<file path="src/hdl/urtf_pkg.sv">
`timescale 1ns / 1ps

package urtf_pkg;

    localparam int OPC_W  = 2;
    localparam int OFS_W  = 8;
    localparam int DAT_W  = 32;
    localparam int BYTE_W = 8;
    localparam int DR_W   = 9;

    localparam int IN_TDATA_W = OFS_W + DAT_W;

    localparam int OUT_ERR_POS  = DAT_W;
    localparam int OUT_BYTE_POS = DAT_W + 1;
    localparam int OUT_LVL_POS  = DAT_W + 1 + BYTE_W;

    localparam int TX_DEPTH_DEF = 16;

    localparam logic [OPC_W-1:0] OP_READ  = 2'd0;
    localparam logic [OPC_W-1:0] OP_WRITE = 2'd1;
    localparam logic [OPC_W-1:0] OP_POP   = 2'd2;
    localparam logic [OPC_W-1:0] OP_RSVD  = 2'd3;

    localparam logic [OFS_W-1:0] SR_ADDR  = 8'd0;
    localparam logic [OFS_W-1:0] DR_ADDR  = 8'd4;
    localparam logic [OFS_W-1:0] BRR_ADDR = 8'd8;
    localparam logic [OFS_W-1:0] CR1_ADDR = 8'd12;

    localparam int SR_RXNE_BIT    = 5;
    localparam int SR_TXE_BIT     = 7;
    localparam int CR1_UE_BIT     = 13;
    localparam int CR1_TE_BIT     = 3;
    localparam int CR1_RE_BIT     = 2;
    localparam int CR1_RXNEIE_BIT = 5;

    typedef struct packed {
        logic              push;
        logic              pop;
        logic [BYTE_W-1:0] data;
    } t_fifo_req;

    typedef struct packed {
        logic              empty;
        logic              full;
        logic [BYTE_W-1:0] head_byte;
    } t_fifo_sts;

endpackage

</file>
<file path="src/hdl/urtf_ram.sv">
`timescale 1ns / 1ps

module urtf_ram #(
    parameter int WIDTH  = 8,
    parameter int DEPTH  = 16,
    parameter int ADDR_W = (DEPTH > 1) ? $clog2(DEPTH) : 1
) (
    input  logic              i_clk,
    input  logic              i_we,
    input  logic [ADDR_W-1:0] i_waddr,
    input  logic [WIDTH-1:0]  i_wdata,
    input  logic [ADDR_W-1:0] i_raddr,
    output logic [WIDTH-1:0]  o_rdata
);

    logic [WIDTH-1:0] r_mem [DEPTH];
    logic [WIDTH-1:0] r_rdata;

    always_ff @(posedge i_clk) begin
        if (i_we) begin
            r_mem[i_waddr] <= i_wdata;
        end
        r_rdata <= r_mem[i_raddr];
    end

    assign o_rdata = r_rdata;

endmodule

</file>
<file path="src/hdl/urtf_fifo.sv">
`timescale 1ns / 1ps

module urtf_fifo import urtf_pkg::*; #(
    parameter int TX_DEPTH = TX_DEPTH_DEF,
    parameter int LVL_W    = $clog2(TX_DEPTH + 1)
) (
    input  logic             i_clk,
    input  logic             i_rst_n,
    input  logic             i_fire,
    input  t_fifo_req        i_req,
    output t_fifo_sts        o_sts,
    output logic [LVL_W-1:0] o_level_next
);

    localparam int PTR_W = (TX_DEPTH > 1) ? $clog2(TX_DEPTH) : 1;
    localparam logic [PTR_W-1:0] PTR_LAST = PTR_W'(TX_DEPTH - 1);
    localparam logic [LVL_W-1:0] LVL_FULL = LVL_W'(TX_DEPTH);

    logic [PTR_W-1:0]  r_head, n_head;
    logic [PTR_W-1:0]  r_tail, n_tail;
    logic [LVL_W-1:0]  r_count, n_count;
    logic              r_byp, n_byp;
    logic [BYTE_W-1:0] r_byp_data;
    logic [BYTE_W-1:0] ram_rdata;
    logic              we;
    logic              re;

    function automatic logic [PTR_W-1:0] ptr_inc(input logic [PTR_W-1:0] p);
        return (p == PTR_LAST) ? '0 : p + PTR_W'(1);
    endfunction

    assign we = i_fire && i_req.push;
    assign re = i_fire && i_req.pop;

    always_comb begin
        n_head  = re ? ptr_inc(r_head) : r_head;
        n_tail  = we ? ptr_inc(r_tail) : r_tail;
        n_count = r_count;
        if (we) begin
            n_count = r_count + LVL_W'(1);
        end else if (re) begin
            n_count = r_count - LVL_W'(1);
        end
        n_byp = we && (r_tail == n_head);
    end

    always_ff @(posedge i_clk) begin
        if (!i_rst_n) begin
            r_head  <= '0;
            r_tail  <= '0;
            r_count <= '0;
            r_byp   <= 1'b0;
        end else begin
            r_head  <= n_head;
            r_tail  <= n_tail;
            r_count <= n_count;
            r_byp   <= n_byp;
        end
    end

    always_ff @(posedge i_clk) begin
        r_byp_data <= i_req.data;
    end

    urtf_ram #(
        .WIDTH (BYTE_W),
        .DEPTH (TX_DEPTH),
        .ADDR_W(PTR_W)
    ) u_ram (
        .i_clk  (i_clk),
        .i_we   (we),
        .i_waddr(r_tail),
        .i_wdata(i_req.data),
        .i_raddr(n_head),
        .o_rdata(ram_rdata)
    );

    assign o_sts.empty     = (r_count == '0);
    assign o_sts.full      = (r_count == LVL_FULL);
    assign o_sts.head_byte = r_byp ? r_byp_data : ram_rdata;
    assign o_level_next    = n_count;

endmodule

</file>
<file path="src/hdl/urtf_regs.sv">
`timescale 1ns / 1ps

module urtf_regs import urtf_pkg::*; (
    input  logic              i_clk,
    input  logic              i_rst_n,
    input  logic              i_fire,
    input  logic [OPC_W-1:0]  i_opcode,
    input  logic [OFS_W-1:0]  i_offset,
    input  logic [DAT_W-1:0]  i_wdata,
    input  t_fifo_sts         i_fifo_sts,
    output t_fifo_req         o_fifo_req,
    output logic [DAT_W-1:0]  o_read_data,
    output logic              o_error,
    output logic [BYTE_W-1:0] o_tx_byte
);

    logic             r_rxne, n_rxne;
    logic [DR_W-1:0]  r_dr, n_dr;
    logic [DAT_W-1:0] r_brr, n_brr;
    logic [3:0]       r_cr1, n_cr1;

    always_comb begin
        logic [DAT_W-1:0] sr_val;
        logic [DAT_W-1:0] cr1_val;
        logic             tx_en;

        sr_val                 = '0;
        sr_val[SR_TXE_BIT]     = 1'b1;
        sr_val[SR_RXNE_BIT]    = r_rxne;
        cr1_val                = '0;
        cr1_val[CR1_UE_BIT]    = r_cr1[3];
        cr1_val[CR1_TE_BIT]    = r_cr1[2];
        cr1_val[CR1_RE_BIT]    = r_cr1[1];
        cr1_val[CR1_RXNEIE_BIT] = r_cr1[0];
        tx_en                  = r_cr1[3] && r_cr1[2];

        n_rxne      = r_rxne;
        n_dr        = r_dr;
        n_brr       = r_brr;
        n_cr1       = r_cr1;
        o_fifo_req  = '0;
        o_read_data = '0;
        o_error     = 1'b0;
        o_tx_byte   = '0;

        unique case (i_opcode)
            OP_READ: begin
                priority if (i_offset == SR_ADDR) begin
                    o_read_data = sr_val;
                end else if (i_offset == DR_ADDR) begin
                    o_read_data = {{(DAT_W - DR_W){1'b0}}, r_dr};
                end else if (i_offset == BRR_ADDR) begin
                    o_read_data = r_brr;
                end else if (i_offset == CR1_ADDR) begin
                    o_read_data = cr1_val;
                end else begin
                    o_error = 1'b1;
                end
            end
            OP_WRITE: begin
                priority if (i_offset == SR_ADDR) begin
                    n_rxne = i_wdata[SR_RXNE_BIT];
                end else if (i_offset == DR_ADDR) begin
                    n_dr = i_wdata[DR_W-1:0];
                    if (tx_en) begin
                        if (i_fifo_sts.full) begin
                            o_error = 1'b1;
                        end else begin
                            o_fifo_req.push = 1'b1;
                            o_fifo_req.data = i_wdata[BYTE_W-1:0];
                        end
                    end
                end else if (i_offset == BRR_ADDR) begin
                    n_brr = i_wdata;
                end else if (i_offset == CR1_ADDR) begin
                    n_cr1 = {i_wdata[CR1_UE_BIT], i_wdata[CR1_TE_BIT],
                             i_wdata[CR1_RE_BIT], i_wdata[CR1_RXNEIE_BIT]};
                end else begin
                    o_error = 1'b1;
                end
            end
            OP_POP: begin
                if (i_fifo_sts.empty) begin
                    o_error = 1'b1;
                end else begin
                    o_fifo_req.pop = 1'b1;
                    o_tx_byte      = i_fifo_sts.head_byte;
                end
            end
            OP_RSVD: begin
                o_error = 1'b1;
            end
        endcase
    end

    always_ff @(posedge i_clk) begin
        if (!i_rst_n) begin
            r_rxne <= 1'b0;
            r_dr   <= '0;
            r_brr  <= '0;
            r_cr1  <= '0;
        end else if (i_fire) begin
            r_rxne <= n_rxne;
            r_dr   <= n_dr;
            r_brr  <= n_brr;
            r_cr1  <= n_cr1;
        end
    end

endmodule

</file>
<file path="src/hdl/uart_register_file_tx_fifo.sv">
`timescale 1ns / 1ps

// UART register file with a transmit FIFO.
// Slave stream: one transaction per operation. tuser carries the opcode
// (read, write, pop); tdata carries the register offset and the write word.
// Master stream: one transaction per operation with the read word, the error
// flag, the popped byte and the FIFO level after the operation.
// An operation lands in an input register, is decoded and applied to the
// registers and FIFO pointers as it leaves that register, and its result is
// held in an output register that drives tvalid.
// Throughput is one operation per cycle while the master side takes each
// result; the FIFO RAM reads the next head address every cycle, so a pop
// finds its byte ready without waiting.
// Reset clears SR (TXE stays set), DR, BRR, CR1 and the FIFO pointers and
// level, and drops both valid flags. FIFO contents are not cleared.
// When the master side stalls, the result stays in the output register and
// the input register still takes one more operation; after that s_axis_tready
// falls until the result is taken.

module uart_register_file_tx_fifo import urtf_pkg::*; #(
    parameter int TX_DEPTH = TX_DEPTH_DEF,
    parameter int LVL_W    = $clog2(TX_DEPTH + 1),
    parameter int OUT_W    = ((OUT_LVL_POS + LVL_W + 7) / 8) * 8
) (
    input  logic                  i_clk,
    input  logic                  i_rst_n,
    input  logic                  s_axis_tvalid,
    output logic                  s_axis_tready,
    // reg_offset[7:0], write_data[39:8]
    input  logic [IN_TDATA_W-1:0] s_axis_tdata,
    // opcode[1:0]
    input  logic [OPC_W-1:0]      s_axis_tuser,
    output logic                  m_axis_tvalid,
    input  logic                  m_axis_tready,
    // read_data[31:0], error[32], tx_byte[40:33], tx_level above, zero pad
    output logic [OUT_W-1:0]      m_axis_tdata
);

    logic              r_in_valid;
    logic [OPC_W-1:0]  r_opcode;
    logic [OFS_W-1:0]  r_offset;
    logic [DAT_W-1:0]  r_wdata;
    logic              r_out_valid;
    logic [OUT_W-1:0]  r_out_data, n_out_data;
    logic              fire;
    logic              in_take;
    t_fifo_req         fifo_req;
    t_fifo_sts         fifo_sts;
    logic [LVL_W-1:0]  level_next;
    logic [DAT_W-1:0]  read_data;
    logic              error;
    logic [BYTE_W-1:0] tx_byte;

    assign fire          = r_in_valid && (!r_out_valid || m_axis_tready);
    assign s_axis_tready = !r_in_valid || fire;
    assign in_take       = s_axis_tvalid && s_axis_tready;

    always_ff @(posedge i_clk) begin
        if (!i_rst_n) begin
            r_in_valid  <= 1'b0;
            r_out_valid <= 1'b0;
        end else begin
            if (in_take) begin
                r_in_valid <= 1'b1;
            end else if (fire) begin
                r_in_valid <= 1'b0;
            end
            if (fire) begin
                r_out_valid <= 1'b1;
            end else if (m_axis_tready) begin
                r_out_valid <= 1'b0;
            end
        end
    end

    always_ff @(posedge i_clk) begin
        if (in_take) begin
            r_opcode <= s_axis_tuser;
            r_offset <= s_axis_tdata[OFS_W-1:0];
            r_wdata  <= s_axis_tdata[OFS_W +: DAT_W];
        end
        if (fire) begin
            r_out_data <= n_out_data;
        end
    end

    urtf_regs u_regs (
        .i_clk      (i_clk),
        .i_rst_n    (i_rst_n),
        .i_fire     (fire),
        .i_opcode   (r_opcode),
        .i_offset   (r_offset),
        .i_wdata    (r_wdata),
        .i_fifo_sts (fifo_sts),
        .o_fifo_req (fifo_req),
        .o_read_data(read_data),
        .o_error    (error),
        .o_tx_byte  (tx_byte)
    );

    urtf_fifo #(
        .TX_DEPTH(TX_DEPTH),
        .LVL_W   (LVL_W)
    ) u_fifo (
        .i_clk       (i_clk),
        .i_rst_n     (i_rst_n),
        .i_fire      (fire),
        .i_req       (fifo_req),
        .o_sts       (fifo_sts),
        .o_level_next(level_next)
    );

    always_comb begin
        n_out_data                           = '0;
        n_out_data[DAT_W-1:0]                = read_data;
        n_out_data[OUT_ERR_POS]              = error;
        n_out_data[OUT_BYTE_POS +: BYTE_W]   = tx_byte;
        n_out_data[OUT_LVL_POS +: LVL_W]     = level_next;
    end

    assign m_axis_tvalid = r_out_valid;
    assign m_axis_tdata  = r_out_data;

endmodule

</file>
<file path="config.mk">
export PLATFORM = sky130hd
export DESIGN_NAME = uart_register_file_tx_fifo
export DESIGN_NICKNAME = d
export VERILOG_FILES = /design/src/hdl/urtf_pkg.sv /design/src/hdl/urtf_ram.sv /design/src/hdl/urtf_fifo.sv /design/src/hdl/urtf_regs.sv /design/src/hdl/uart_register_file_tx_fifo.sv
export SDC_FILE = /design/constraint.sdc
export NUM_CORES = 1
export LEC_CHECK = 0
export ABC_AREA = 1
export BUFFER_PORTS_ARGS = -buffer_cell sky130_fd_sc_hd__clkbuf_2
export CAP_MARGIN = 20
export CORE_MARGIN = 5
export CORE_UTILIZATION = 40
export CTS_BUF_LIST = sky130_fd_sc_hd__clkbuf_2
export DETAILED_ROUTE_END_ITERATION = 16
export GPL_ROUTABILITY_DRIVEN = 1
export GPL_TIMING_DRIVEN = 0
export PLACE_DENSITY = 0.63
export SETUP_SLACK_MARGIN = 0.05
export SYNTH_ARGS = -nofsm -noshare
export SYNTH_HDL_FRONTEND = slang
export SYNTH_HIERARCHICAL = 1
export SYNTH_SLANG_ARGS = --single-unit
</file>
<file path="constraint.sdc">
create_clock -name i_clk -period 5.1 [get_ports i_clk]
set_clock_uncertainty 0.05 [all_clocks]
set_input_delay 0.51 -clock i_clk [delete_from_list [all_inputs] [get_ports i_clk]]
set_output_delay 0.51 -clock i_clk [all_outputs]
set_load 0.01 [all_outputs]
</file>
# == After elaboration in Yosys (flattened, before gate mapping) ==
# Memories as Yosys holds them, arrays and structs flattened. A register that Yosys moved wholly into a read port is not among the register bits.
# Cells that the tools add are included.
# word_totals
ff_bits,158
latchBits,0
inputBits,46
output_inout_bits,50
mem_count,1
elab_cells,99
romBits,0
mem_bits_rw,128
# classes
div_mod_pow,0
addsub,4
n_mux,38
n_eq_ne,10
order_cmp,0
shifts,0
multipliers,0
bitwise,5
reduce_logical,22
# memory_table
name,words,word_bits,read_ports,rd_clocked_by_memory_dff,wr,line_no,source
u_fifo.u_ram.r_mem,16,8,1,1,1,urtf_ram.sv:16,logic [WIDTH-1:0] r_mem [DEPTH];
# ops
op,count
two-way mux 8 bit,7
two-way mux 32 bit,1
two-way mux 1 bit,22
equality test 8 x 4 -> 1 bit (second input constant),2
two-way mux 14 bit,1
two-way mux 4 bit,3
two-way mux 5 bit,2
two-way mux 9 bit,1
adder 4 x 1 -> 4 bit (second input constant),2
equality test 4 bit (second input constant),2
equality test 8 x 3 -> 1 bit (second input constant),1
logical NOT 8 bit,1
logical AND 1 bit,6
AND reduction 6 bit,1
adder 5 x 1 -> 5 bit (second input constant),1
equality test 5 bit (second input constant),1
logical NOT 5 bit,1
NOT 1 bit,5
AND reduction 5 bit,1
subtractor 5 x 1 -> 5 bit (second input constant),1
equality test 2 bit (second input constant),2
equality test 4 bit,1
one-hot mux 1 bit (4 select lines),1
AND reduction 4 bit,1
other kinds (8),12

# == Depth between registers and ports, before layout ==
# Gate-level depths: netlist (run 1).
# logic_depth
ltp_word,9
depth_mapped,18
ltp_nobuf,17

# == Modules after synthesis ==
# Netlist (run 1), hierarchy kept.
# by_module_without_submodules
mod,seq_area_each_um2,cells_per_inst,n_inst,area_per_inst_um2
urtf_ram,4003.8,551,1,5773.0
uart_register_file_tx_fifo,2682.6,104,1,2756.4
urtf_regs,920.9,392,1,2382.3
urtf_fifo,440.4,140,1,1058.5

# == Least setup slack after synthesis (run 1) ==
# OpenSTA, ideal clock, no wires.
# synth_path
path_type,in2reg
start,input m_axis_tready
end,memory u_fifo.u_ram.r_mem[12][0] (enable)
arrival_ns,4.298
n_path_buf,0
t_required_ns,4.680
cell_stages,6
setup_time_ns,0.370
slack_ns,0.382
path_cell_list,inv_1 -> a21oi_1 -> nand2_2 -> inv_2 -> nand3_1 -> nor2_1
# synth_between
elab_chain_len,5
# synth_lines
item,line_no,source
from (decl),uart_register_file_tx_fifo.sv:34,"input logic m_axis_tready,"
logical OR 1 bit,uart_register_file_tx_fifo.sv:54,assign fire = r_in_valid && (!r_out_valid || m_axis_tready);
logical AND 1 bit,uart_register_file_tx_fifo.sv:54,
named net fire,uart_register_file_tx_fifo.sv:45,logic fire;
logical AND 1 bit,urtf_fifo.sv:32,assign we = i_fire && i_req.push;
named net u_fifo.we,urtf_fifo.sv:25,logic we;
two-way mux 1 bit,urtf_ram.sv:20,if (i_we) begin
two-way mux 1 bit (implied by the code),urtf_ram.sv:21,r_mem[i_waddr] <= i_wdata;
to (decl),urtf_ram.sv:16,
# The timed path passes the listed nets, and every way through them passes these cells.

==> results of run 1 <==
==> critical path, cell delays in order, from the launching register on <==
cell and delay [ns]:
dfxtp_1 0.37, inv_1 0.09, ha_1 0.22, nand3_1 0.11
nor2_1 0.07, nor2_1 0.12, nand4_2 0.35, inv_1 0.23
nand2_2 0.14, inv_2 0.23, nand3_1 0.18, nor2_1 0.82
==> kinds of logic (layout without fill, tap and decap cells) <==
kind of cell,count (synthesis),count (layout),synth area share [%]
adders and majority gates,4,4,0.418
buffers and inverters,212,490,7.69
and+or+nand+nor,597,597,20.8
muxes,8,8,0.753
AOI/OAI and AO/OA,69,69,2.95
DFF,294,294,67.2
other,1,3,0.0313
xor gates and xnor gates,2,2,0.146
==> placed cells by master, fill, tap and decap left out, types with 8 or more instances in the layout <==
| cell | synthesis | final |
|---|---|---|
| a21oi_1 | 17 | 16 |
| buf_2 | 18 | 18 |
| buf_6 | 11 | 15 |
| clkbuf_1 | 9 | 9 |
| clkbuf_2 | 0 | 215 |
| dfxtp_1 | 78 | 78 |
| dlygate4sd3_1 | 0 | 47 |
| edfxtp_1 | 216 | 216 |
| inv_1 | 158 | 157 |
| inv_2 | 7 | 10 |
| mux2_2 | 8 | 8 |
| nand2_1 | 275 | 275 |
| nand3_1 | 125 | 125 |
| nor2_1 | 174 | 170 |
| nor2_2 | 4 | 8 |
| o21ai_0 | 19 | 19 |
| o21ai_1 | 30 | 30 |
==> synth_stat cells, drive strengths merged <==
library cell  count  area share, %
nand2           279            8.8
edfxtp          216             54
nor2            181            5.9
inv             165            5.2
nand3           127            5.4
dfxtp            78             13
o21ai            49            2.0
buf              35            2.1
a21oi            18           0.78
clkbuf            9           0.28
mux2              8           0.75
nand4             7           0.42
ha                4           0.42
clkinv            3           0.10
nand3b            3           0.19
xor2              2           0.15
a31oi             1          0.052
conb              1          0.031
o211ai            1          0.063
==> flip-flops by register name, indices dropped and copies added, names as in the netlist, 8 cells and up <==
name,count
u_fifo/u_ram/o_rdata,8
u_fifo/r_byp_data,8
u_regs/r_dr,9
u_regs/r_brr,32
r_wdata,32
u_fifo/u_ram/r_mem,128
r_offset,8
m_axis_tdata,46
==> per-layer routing <==
metal	routed length, microns	track usage [%]	vias up
met1	12400	22.7	4026
met5	0	0	-
met2	13700	28.4	279
met4	721	6.67	0
met3	1900	3.97	62
li1	-	-	4336
==> power groups by stage <==
stage | Combinational [mW] | Sequential, mW | Clock (mW)
6_report | 0.136 | 2.60 | 1.63
5_1_grt | 0.149 | 2.60 | 1.83
4_1_cts | 0.136 | 2.60 | 1.69
3_5_place_dp | 0.107 | 2.65 | 0
3_3_place_gp | 0.0981 | 2.65 | 0
2_1_floorplan | 0.0423 | 2.66 | 0
==> through the flow <==
step	TNS (ns)	cells	hold WS [ns]	worst slack (ns)	util, %
floorplan	0	1188	0.402	0.382	-
global placement	-312.06	1671	0.413	-1.95	43.7
detailed placement	0	1678	0.419	1.74	44.2
CTS	0	1856	0.242	1.69	48.2
global route	0	1857	0.241	1.41	48.2
finish	0	1857	0.333	1.71	48.2
==> final cells by class <==
type	count	share of cell area, %
flip-flops and latches	294	56.5
diodes	1	0.0176
plain buffers	44	2.03
clock inverters	9	0.633
clock buffers	122	4.29
repair buffers	147	7.38
inverters	168	4.44
well taps	390	3.43
multi-input cells	682	21.3
==> worst max path at each step <==
stage	cells after the start	start	end
after floorplan	6	m_axis_tready	u_fifo/u_ram/r_mem[12][0]
after global placement	7	m_axis_tready	u_fifo/u_ram/r_mem[12][5]
after detailed placement	11	u_fifo/r_count[0]	u_fifo/u_ram/r_mem[14][1]
after CTS	11	u_fifo/r_count[0]	u_fifo/u_ram/r_mem[14][1]
after global routing	11	u_fifo/r_count[0]	u_fifo/u_ram/r_mem[14][2]
final	11	u_fifo/r_count[0]	u_fifo/u_ram/r_mem[14][1]
==> summary.md, run 1 <==
| Metric | Value |
|---|---|
| Avg Inst Size Synth | 10.1 sq um |
| Switching power total | 1.00 mW |
| Clock Latency Late Sink | 0.84 ns |
| Hold Startpoint | s_axis_tdata[34] |
| Sw frac | 23.0% |
| Core area | 29600 sq um |
| Crit path required time | 5.45 ns |
| Post-DRT Antenna Nets | 0 |
| IO Pins | 96 |
| Post-CTS Setup Bufs | 0 |
| Final Setup Violations | 0 |
| CTS tree | yes |
| RSZ-0062 raised after global routing | no |
| Initial DRC count | 657 |
| Post-cts resize count | 0 |
| Worst rel slew slack | 30.3% |
| Pwr Density | 306 nW/um^2 |
| Cells after Synth | 1187 |
| Area occupied by multi-input gates | 3030 sq um |
| Gate power share | 3.1% |
| H-tree depth | 3 |
| Post-synth cell types | 31 |
| Fin crit period | 3.39 ns |
| Final hold vios | 0 |
| Final RePlAce weighted congestion | 0.906 |
| Flop2flop setup slack | 1.71 ns |
| Yosys warns | 6 |
| F_max | 0.295 GHz |
| Hold Path End | r_wdata[26] |
| Clk pin slew, worst setup/hold paths | 0.10 ns |
| Mapped cell area | 12000 sq um |
| Fillers | 2755 |
| # rows | 63 |
| GRT Total Usage | 17.4% |
| Maximum VDD drop | 0.000182 V |
| FF-to-FF End | u_fifo/u_ram/r_mem[14][1] |
| Int Pwr | 3.36 mW |
| Share of layout cells above drive strength 1 | 20.3% |
| Max_cap viols | 0 |
| Yosys reg bits | 294 |
| Die H | 183 microns |
| GRT overflow | 0 |
| Cts hold-fix bufs | 47 |
| WL final | 28700 microns |
| TritonCTS buffer count | 74 |
| Sequential share of power | 59.5% |
| Final Net Count | 1461 |
| CP endpoint kind | flip-flop |
| CP Launch Type | flip-flop |
| Worst slew pin tran | 1.04 ns |
| Sink Count | 294 |
| Finished Cell Area | 14200 sq um |
| Antenna violations before repair | 1 |
| Worst r2r src | u_fifo/r_count[0] |
| Status | completed |
| Die Footprint | 33500 sq um |
| Tightest Hold Check Type | input pin to flip-flop |
| Via count | 8703 |
| First drt pass iteration count | 5 |
| Sequential share of the synthesized area | 67.2% |
| Starting density of the core | 40.5% |
| Total power | 4.36 mW |
| Seq. cell area | 8050 sq um |
| Max Fanout on Critical Path | 11 |
| Clock Power Share | 37.4% |
| Post-DP HPWL | 19000 microns |
| Largest net degree at the start of global routing | 43 |
| Ratio of final minimum period to clock period | 66.4% |
| Vias per std cell | 4.69 |
| DR DRC count | 0 |
| Wire length per cell | 15.5 microns |
| Port Buffer Count | 93 |
| Dpl cell area | 13100 sq um |
| Pins over their slew limit | 0 |
| Worst EP arrival | 3.74 ns |
| Die Wd | 183 microns |
| First-pass GRT wire length | 46000 microns |
| Worst hold path depth | 2 |
| Clock Tree Buf Depth | 3 |
| FF-to-FF path depth | 11 |
| Layout area overhead | 18.9% |
| Setup CP Type | flip-flop to flip-flop |
| Clock Tree Root | clkbuf_2 |
| Leak | 6.20 nW |
| Vias in the first global route | 8772 |
No activity file was read; power rests on OpenSTA's default activity.
==> inputs of run 2 (changes only) <==
--- a/config.mk
+++ b/config.mk
@@ -14,7 +14,7 @@
 export DETAILED_ROUTE_END_ITERATION = 16
 export GPL_ROUTABILITY_DRIVEN = 1
 export GPL_TIMING_DRIVEN = 0
-export PLACE_DENSITY = 0.63
+export PLACE_DENSITY = 0.65
 export SETUP_SLACK_MARGIN = 0.05
 export SYNTH_ARGS = -nofsm -noshare
 export SYNTH_HDL_FRONTEND = slang
==> constraint.sdc (replaced) <==
create_clock -name i_clk -period 2.9 [get_ports i_clk]
set_clock_uncertainty 0.05 [all_clocks]
set_input_delay 0.29 -clock i_clk [delete_from_list [all_inputs] [get_ports i_clk]]
set_output_delay 0.29 -clock i_clk [all_outputs]
set_load 0.01 [all_outputs]
==> run 2 against run 1 <==
- clock-buffer cell count fell by 16
- worst setup slack worse by 1.5 ns
- register-to-register slack lost 1.5 ns
- design area up 2.5%
- clock power rose by 69%
- via count up 1.1%
- routed wire length grew 1.1%
- combinational power up 74%
- critical path depth grew 6
- die area unchanged
- total power is 73% higher
==> summary.md, run 2 (synthesis results as in run 1) <==
| Metric | Value |
|---|---|
| Die Footprint | 33500 sq um (unchanged) |
| Worst slew pin tran | 0.956 ns (-0.0857 ns) |
| Largest register FFs | 128 (unchanged) |
| GRT Total Usage | 17.4% (-0.023 points) |
| Switching power total | 1.77 mW (+77%) |
| GRT overflow | 0 (unchanged) |
| Ratio of final minimum period to clock period | 92.0% (+26 points) |
| Tightest Hold Check Type | input pin to flip-flop |
| Sequential share of power | 60.3% (+0.8 points) |
| DR DRC count | 0 (unchanged) |
| Top Usage Layer GRT | met2 |
| RSZ-0062 raised after global routing | yes |
| Pwr Density | 518 nW/um^2 (+69%) |
| Largest Register | u_fifo/u_ram/r_mem |
| Final RePlAce weighted congestion | 0.903 (-0.35%) |
| M2 GR Usage | 30.0% (+1.5 points) |
| Sw frac | 23.4% (+0.40 points) |
| Setup CP Type | flip-flop to flip-flop |
| CP endpoint kind | flip-flop |
| Fin crit period | 2.67 ns (-0.719 ns) |
| Final Net Count | 1477 (+1.1%) |
| Clock Tree Buf Depth | 3 (unchanged) |
| Worst rel slew slack | 36.2% (+5.9 points) |
| # rows | 63 (unchanged) |
| Pins over their slew limit | 0 (unchanged) |
| Crit path required time | 3.50 ns (-1.95 ns) |
| Sink Count | 294 (unchanged) |
| Post-DP HPWL | 19000 microns (about the same) |
| Int Pwr | 5.80 mW (+73%) |
| Gate power share | 3.1% (about the same) |
| First drt pass iteration count | 5 (unchanged) |
| Area occupied by multi-input gates | 3180 sq um (+5.2%) |
| Pre-CTS WS | -0.420 ns (-2.16 ns) |
| Worst EP arrival | 3.27 ns (-0.47 ns) |
| WL final | 29000 microns (+1.1%) |
| Maximum VDD drop | 0.000340 V (+87%) |
| H-tree depth | 3 (unchanged) |
| Clock Power Share | 36.5% (-0.9 points) |
| Commonest non-fill, non-tap cells in the layout | nand2_1, edfxtp_1, clkbuf_2 |
| CTS tree | yes |
| IO Pins | 96 (unchanged) |
| Port Buffer Count | 93 (unchanged) |
| Core Util, Final | 49.4% (+1.2 points) |
| Clock Tree Root | clkbuf_2 |
| GR Layer Usage met3 | 3.81% (-0.16 points) |
| Initial DRC count | 626 (-4.7%) |
| Final setup margin | 0.233 ns (-1.48 ns) |
| Final Setup Violations | 0 (unchanged) |
| First-pass GRT wire length | 46100 microns (+0.32%) |
| Status | completed |
| Max Fanout on Critical Path | 10 (-1) |
| Die Wd | 183 microns (unchanged) |
| Antenna violations before repair | 1 (unchanged) |
| Max_cap viols | 0 (unchanged) |
| Share of layout cells above drive strength 1 | 21.7% (+1.4 points) |
| Final hold vios | 0 (unchanged) |
| CP Launch Type | flip-flop |
| Commonest non-fill, non-tap cell in the layout | nand2_1 |
| Leak | 6.27 nW (+1.0%) |
| Vias per std cell | 4.69 (+0.14%) |
| Post-DRT Antenna Nets | 0 (unchanged) |
| Layout area overhead | 21.9% |
| Clk pin slew, worst setup/hold paths | 0.11 ns (about the same) |
| Seq. cell area | 8050 sq um (unchanged) |
| Largest net degree at the start of global routing | 43 (unchanged) |
| Wire length per cell | 15.5 microns (+0.19%) |
| Fillers | 2680 (-2.7%) |
| Met1 usage | 21.8% (-0.85 points) |
| Starting density of the core | 40.5% (unchanged) |
| Core area | 29600 sq um (unchanged) |
| Die H | 183 microns (unchanged) |
| Clock Latency Late Sink | 0.85 ns (about the same) |
| Vias in the first global route | 8821 (+0.56%) |
| Via count | 8795 (+1.1%) |
| F_max | 0.375 GHz (+27%) |
| TritonCTS buffer count | 71 (-4.1%) |
[run 2: cell types whose count changed in the layout (fill, tap and decap cells not counted), sizes merged]
| cell | before | now |
|---|---|---|
| inv | 167 | 166 |
| clkinvlp | 1 | 2 |
| dlygate4sd3 | 47 | 46 |
| clkbuf | 224 | 207 |
| buf | 42 | 62 |
| a21oi | 18 | 19 |
| clkinv | 7 | 21 |
[run 2: worst max-delay path, cell delays in order (launching register included)]
cell,delay [ns]
dfxtp_1,0.39
inv_1,0.08
ha_1,0.21
nand3_1,0.13
nor2_2,0.07
nor2_4,0.15
nand2_2,0.14
inv_1,0.08
nand2_1,0.06
nand2_1,0.13
inv_1,0.11
inv_4,0.15
buf_2,0.25
nand2_1,0.07
nand3_1,0.10
nand3_1,0.08
nand3_1,0.13
nand2_1,0.13
[run 2: path summary, 6_finish.rpt]
path / startpoint / to / slack (ns) / depth (start not counted)
worst max-delay path: u_fifo/r_count[1] / u_fifo/u_ram/o_rdata[2] / 0.23 / 17
worst min-delay path: s_axis_tdata[11] / r_wdata[3] / 0.10 / 2
worst max register to register: u_fifo/r_count[1] / u_fifo/u_ram/o_rdata[2] / 0.23 / 17
worst min register to register: r_wdata[27] / u_regs/r_brr[27] / 0.43 / 2
[run 2: layout make-up]
cell class,count,share of cell area [%]
diodes,1,0.0171
plain buffers,43,2.01
clock buffers,106,3.64
clock inverters,23,1.01
inverters,168,4.38
multi-input cells,683,21.8
flip-flops and latches,294,55.1
well taps,390,3.34
repair buffers,166,8.63
[run 2: timing repair]
action / CTS / global route
hold buffers: 46 / 0
pin swaps: 9 / 5
resized for setup: 34 / 11
buffers inserted: 12 / 8
setup endpoints to repair: 136 / 136
endpoints found under the hold margin: 59 / 0
gates cloned: 1 / 0
[run 2: through the flow]
stage | power, mW | TNS, ns | cell area, sq um | instances | hold WS (ns)
3_3_place_gp | 4.84 | -120.31 | 12900 | 1671 | 0.411
4_1_cts | 7.65 | 0 | 14500 | 1865 | 0.0106
3_5_place_dp | 4.84 | -35.77 | 13000 | 1677 | 0.419
5_1_grt | 7.93 | 0 | 14600 | 1874 | 0.0225
6_report | 7.57 | 0 | 14600 | 1874 | 0.101
2_1_floorplan | 4.74 | 0 | 12000 | 1188 | 0.339
[run 2: power groups by stage]
stage	Combinational (mW)	Sequential (mW)	Clock (mW)
floorplan	0.0757	4.67	0
global placement	0.173	4.66	0
detailed placement	0.179	4.66	0
CTS	0.232	4.57	2.85
global route	0.260	4.57	3.09
finish	0.236	4.57	2.76
[run 2: layer usage]
layer	vias up	share of wire [%]
li1	4371	-
met1	4106	42
met2	285	50
met3	33	6.4
met4	0	1.7
met5	-	0
==> inputs of run 3 (changes only) <==
--- a/config.mk
+++ b/config.mk
@@ -6,16 +6,18 @@
 export NUM_CORES = 1
 export LEC_CHECK = 0
 export ABC_AREA = 1
-export BUFFER_PORTS_ARGS = -buffer_cell sky130_fd_sc_hd__clkbuf_2
+export ABC_CLOCK_PERIOD_IN_PS = 2900
 export CAP_MARGIN = 20
 export CORE_MARGIN = 5
 export CORE_UTILIZATION = 40
 export CTS_BUF_LIST = sky130_fd_sc_hd__clkbuf_2
 export DETAILED_ROUTE_END_ITERATION = 16
+export DONT_BUFFER_PORTS = 1
 export GPL_ROUTABILITY_DRIVEN = 1
 export GPL_TIMING_DRIVEN = 0
-export PLACE_DENSITY = 0.65
+export PLACE_DENSITY = 0.62
 export SETUP_SLACK_MARGIN = 0.05
+export SLEW_MARGIN = 5
 export SYNTH_ARGS = -nofsm -noshare
 export SYNTH_HDL_FRONTEND = slang
 export SYNTH_HIERARCHICAL = 1
==> run 3 against run 2 <==
- register-to-register slack hardly changed
- utilization decreased by 0.28 points
- sequential cell count is the same
- total power is essentially flat
- clock power is essentially flat
- die area did not move
- design area is 0.56% lower
- highest routed layer unchanged
==> summary.md, run 3 (synthesis results as in run 1) <==
| Metric | Value |
|---|---|
| Core area | 29600 sq um (unchanged) |
| Placed cells | 1585 (-5.5%) |
| Commonest non-fill, non-tap cell in the layout | nand2_1 |
| Die Footprint | 33500 sq um (unchanged) |
| Largest net degree at the start of global routing | 43 (unchanged) |
| Clock Tree Buf Depth | 3 (unchanged) |
| Sink Count | 294 (unchanged) |
| Clock Tree Root | clkbuf_2 |
| Largest Register | u_fifo/u_ram/r_mem |
| Via count | 8586 (-2.4%) |
| Post-DRT Antenna Nets | 0 (unchanged) |
| # rows | 63 (unchanged) |
| Vias per std cell | 4.73 (+0.80%) |
| Layout area overhead | 21.2% |
| Post-DP HPWL | 18700 microns (-1.4%) |
| Core Util, Final | 49.1% (-0.28 points) |
| Antenna violations before repair | 1 (unchanged) |
| Crit path required time | 3.51 ns (about the same) |
| Port Buffer Count | 0 (-100%) |
| Switching power total | 1.79 mW (+1.0%) |
| Die Wd | 183 microns (unchanged) |
| Share of layout cells above drive strength 1 | 15.8% (-5.9 points) |
| H-tree depth | 3 (unchanged) |
| Final RePlAce weighted congestion | 0.906 (+0.32%) |
| Fin crit period | 2.66 ns (-0.00796 ns) |
| Finished Cell Area | 14500 sq um (-0.56%) |
| Pins over their slew limit | 0 (unchanged) |
| WL final | 29300 microns (+1.2%) |
| Clock Latency Late Sink | 0.86 ns (about the same) |
| F_max | 0.376 GHz (+0.30%) |
| Worst rel slew slack | 38.2% (+1.9 points) |
| Setup TNS | 0 ns (unchanged) |
| Tightest Hold Check Type | input pin to flip-flop |
| Hold slack final | 0.0883 ns (-0.0123 ns) |
| Largest register FFs | 128 (unchanged) |
| Sequential share of power | 60.6% (+0.3 points) |
| Dpl cell area | 12600 sq um (-3.2%) |
| First drt pass iteration count | 5 (unchanged) |
| Starting density of the core | 40.5% (unchanged) |
| Gate power share | 2.8% (-0.3 points) |
| GRT Total Usage | 17.4% (about the same) |
| Sw frac | 23.6% (+0.21 points) |
| Initial DRC count | 650 (+3.8%) |
| Fillers | 2602 (-2.9%) |
| Final Setup Violations | 0 (unchanged) |
| CTS tree | yes |
| Worst slew pin tran | 0.927 ns (-0.0280 ns) |
| Vias in the first global route | 8565 (-2.9%) |
| Final Net Count | 1419 (-3.9%) |
| Pre-CTS WS | -0.408 ns (+0.0120 ns) |
| Max_cap viols | 0 (unchanged) |
| Max Fanout on Critical Path | 10 (unchanged) |
| First-pass GRT wire length | 45600 microns (-1.2%) |
| Die H | 183 microns (unchanged) |
| Clock Power Share | 36.6% (about the same) |
| GRT overflow | 0 (unchanged) |
| Ratio of final minimum period to clock period | 91.7% (-0.27 points) |
| Worst EP arrival | 3.27 ns (about the same) |
| Seq. cell area | 8050 sq um (unchanged) |
| Area occupied by multi-input gates | 3170 sq um (-0.51%) |
| CP Launch Type | flip-flop |
| Non-Filler Instances | 1815 (-3.1%) |
| Maximum VDD drop | 0.000328 V (-3.7%) |
| Clk pin slew, worst setup/hold paths | 0.10 ns (about the same) |
| TritonCTS buffer count | 72 (+1.4%) |
| Final setup margin | 0.241 ns (+0.00796 ns) |
| Status | completed |
| Setup CP Type | flip-flop to flip-flop |
| CP endpoint kind | flip-flop |
| Int Pwr | 5.79 mW (-0.18%) |
| DR DRC count | 0 (unchanged) |
| Commonest non-fill, non-tap cells in the layout | nand2_1, edfxtp_1, inv_1 |
| Final hold vios | 0 (unchanged) |
| RSZ-0062 raised after global routing | yes |
| Pwr Density | 522 nW/um^2 (+0.65%) |
| Leak | 6.03 nW (-3.7%) |
| IO Pins | 96 (unchanged) |
| Wire length per cell | 16.2 microns (+4.4%) |
| Total power | 7.57 mW (about the same) |
run 3: final timing paths:
kind                          start                 endpoint  slack, ns  depth (start not counted)
setup / recovery  u_fifo/r_count[0]  u_fifo/u_ram/o_rdata[3]       0.24                         17
setup reg to reg  u_fifo/r_count[0]  u_fifo/u_ram/o_rdata[3]       0.24                         17
hold reg to reg         r_wdata[29]         u_regs/r_brr[29]       0.44                          2
hold / removal     s_axis_tdata[25]              r_wdata[17]       0.09                          1
run 3: cell type report:
| cell class | count | share of cell area (%) |
|---|---|---|
| Tap cell | 390 | 3.36 |
| Buffer | 43 | 2.07 |
| Clock buffer | 103 | 3.55 |
| Clock inverter | 26 | 1.17 |
| Sequential cell | 294 | 55.5 |
| Antenna cell | 1 | 0.0172 |
| Timing Repair Buffer | 108 | 8.16 |
| Multi-Input combinational cell | 682 | 21.8 |
| Inverter | 168 | 4.39 |
run 3: power groups by stage:
stage          clock network [mW]  registers, mW  logic, mW
3_5_place_dp                    0           4.68      0.113
6_report                     2.77           4.59      0.213
2_1_floorplan                   0           4.67     0.0757
3_3_place_gp                    0           4.69      0.101
5_1_grt                      3.11           4.59      0.231
4_1_cts                      2.86           4.59      0.205
run 3: critical path: stages (launching register included):
cell and delay [ns]:
dfxtp_1 0.33, inv_1 0.11, ha_1 0.21, nand3_1 0.11
nor2_1 0.23, nor2_4 0.10, nand2_2 0.15, inv_1 0.06
nand2_1 0.08, nand2_1 0.10, inv_1 0.14, buf_6 0.19
buf_6 0.19, nand2_1 0.07, nand3_1 0.09, nand3_1 0.10
nand3_1 0.16, nand2_1 0.09
run 3: repair_timing:
item                                    CTS  global route
pin swaps                                 8             3
gates resized for setup                  34            13
endpoints found under the hold margin   108             0
hold buffers                             84             0
setup buffers                             9             6
endpoints found under the setup margin  136           111
run 3: layer usage:
metal / GRT usage [%] / routed length, microns / share of wire [%] / vias to the layer above
met5: 0 / 0 / 0 / -
met4: 7.69 / 985 / 3.4 / 0
met3: 4.24 / 2090 / 7.1 / 62
met2: 29.0 / 14200 / 48 / 299
met1: 21.5 / 12100 / 41 / 3977
li1: - / - / - / 4248
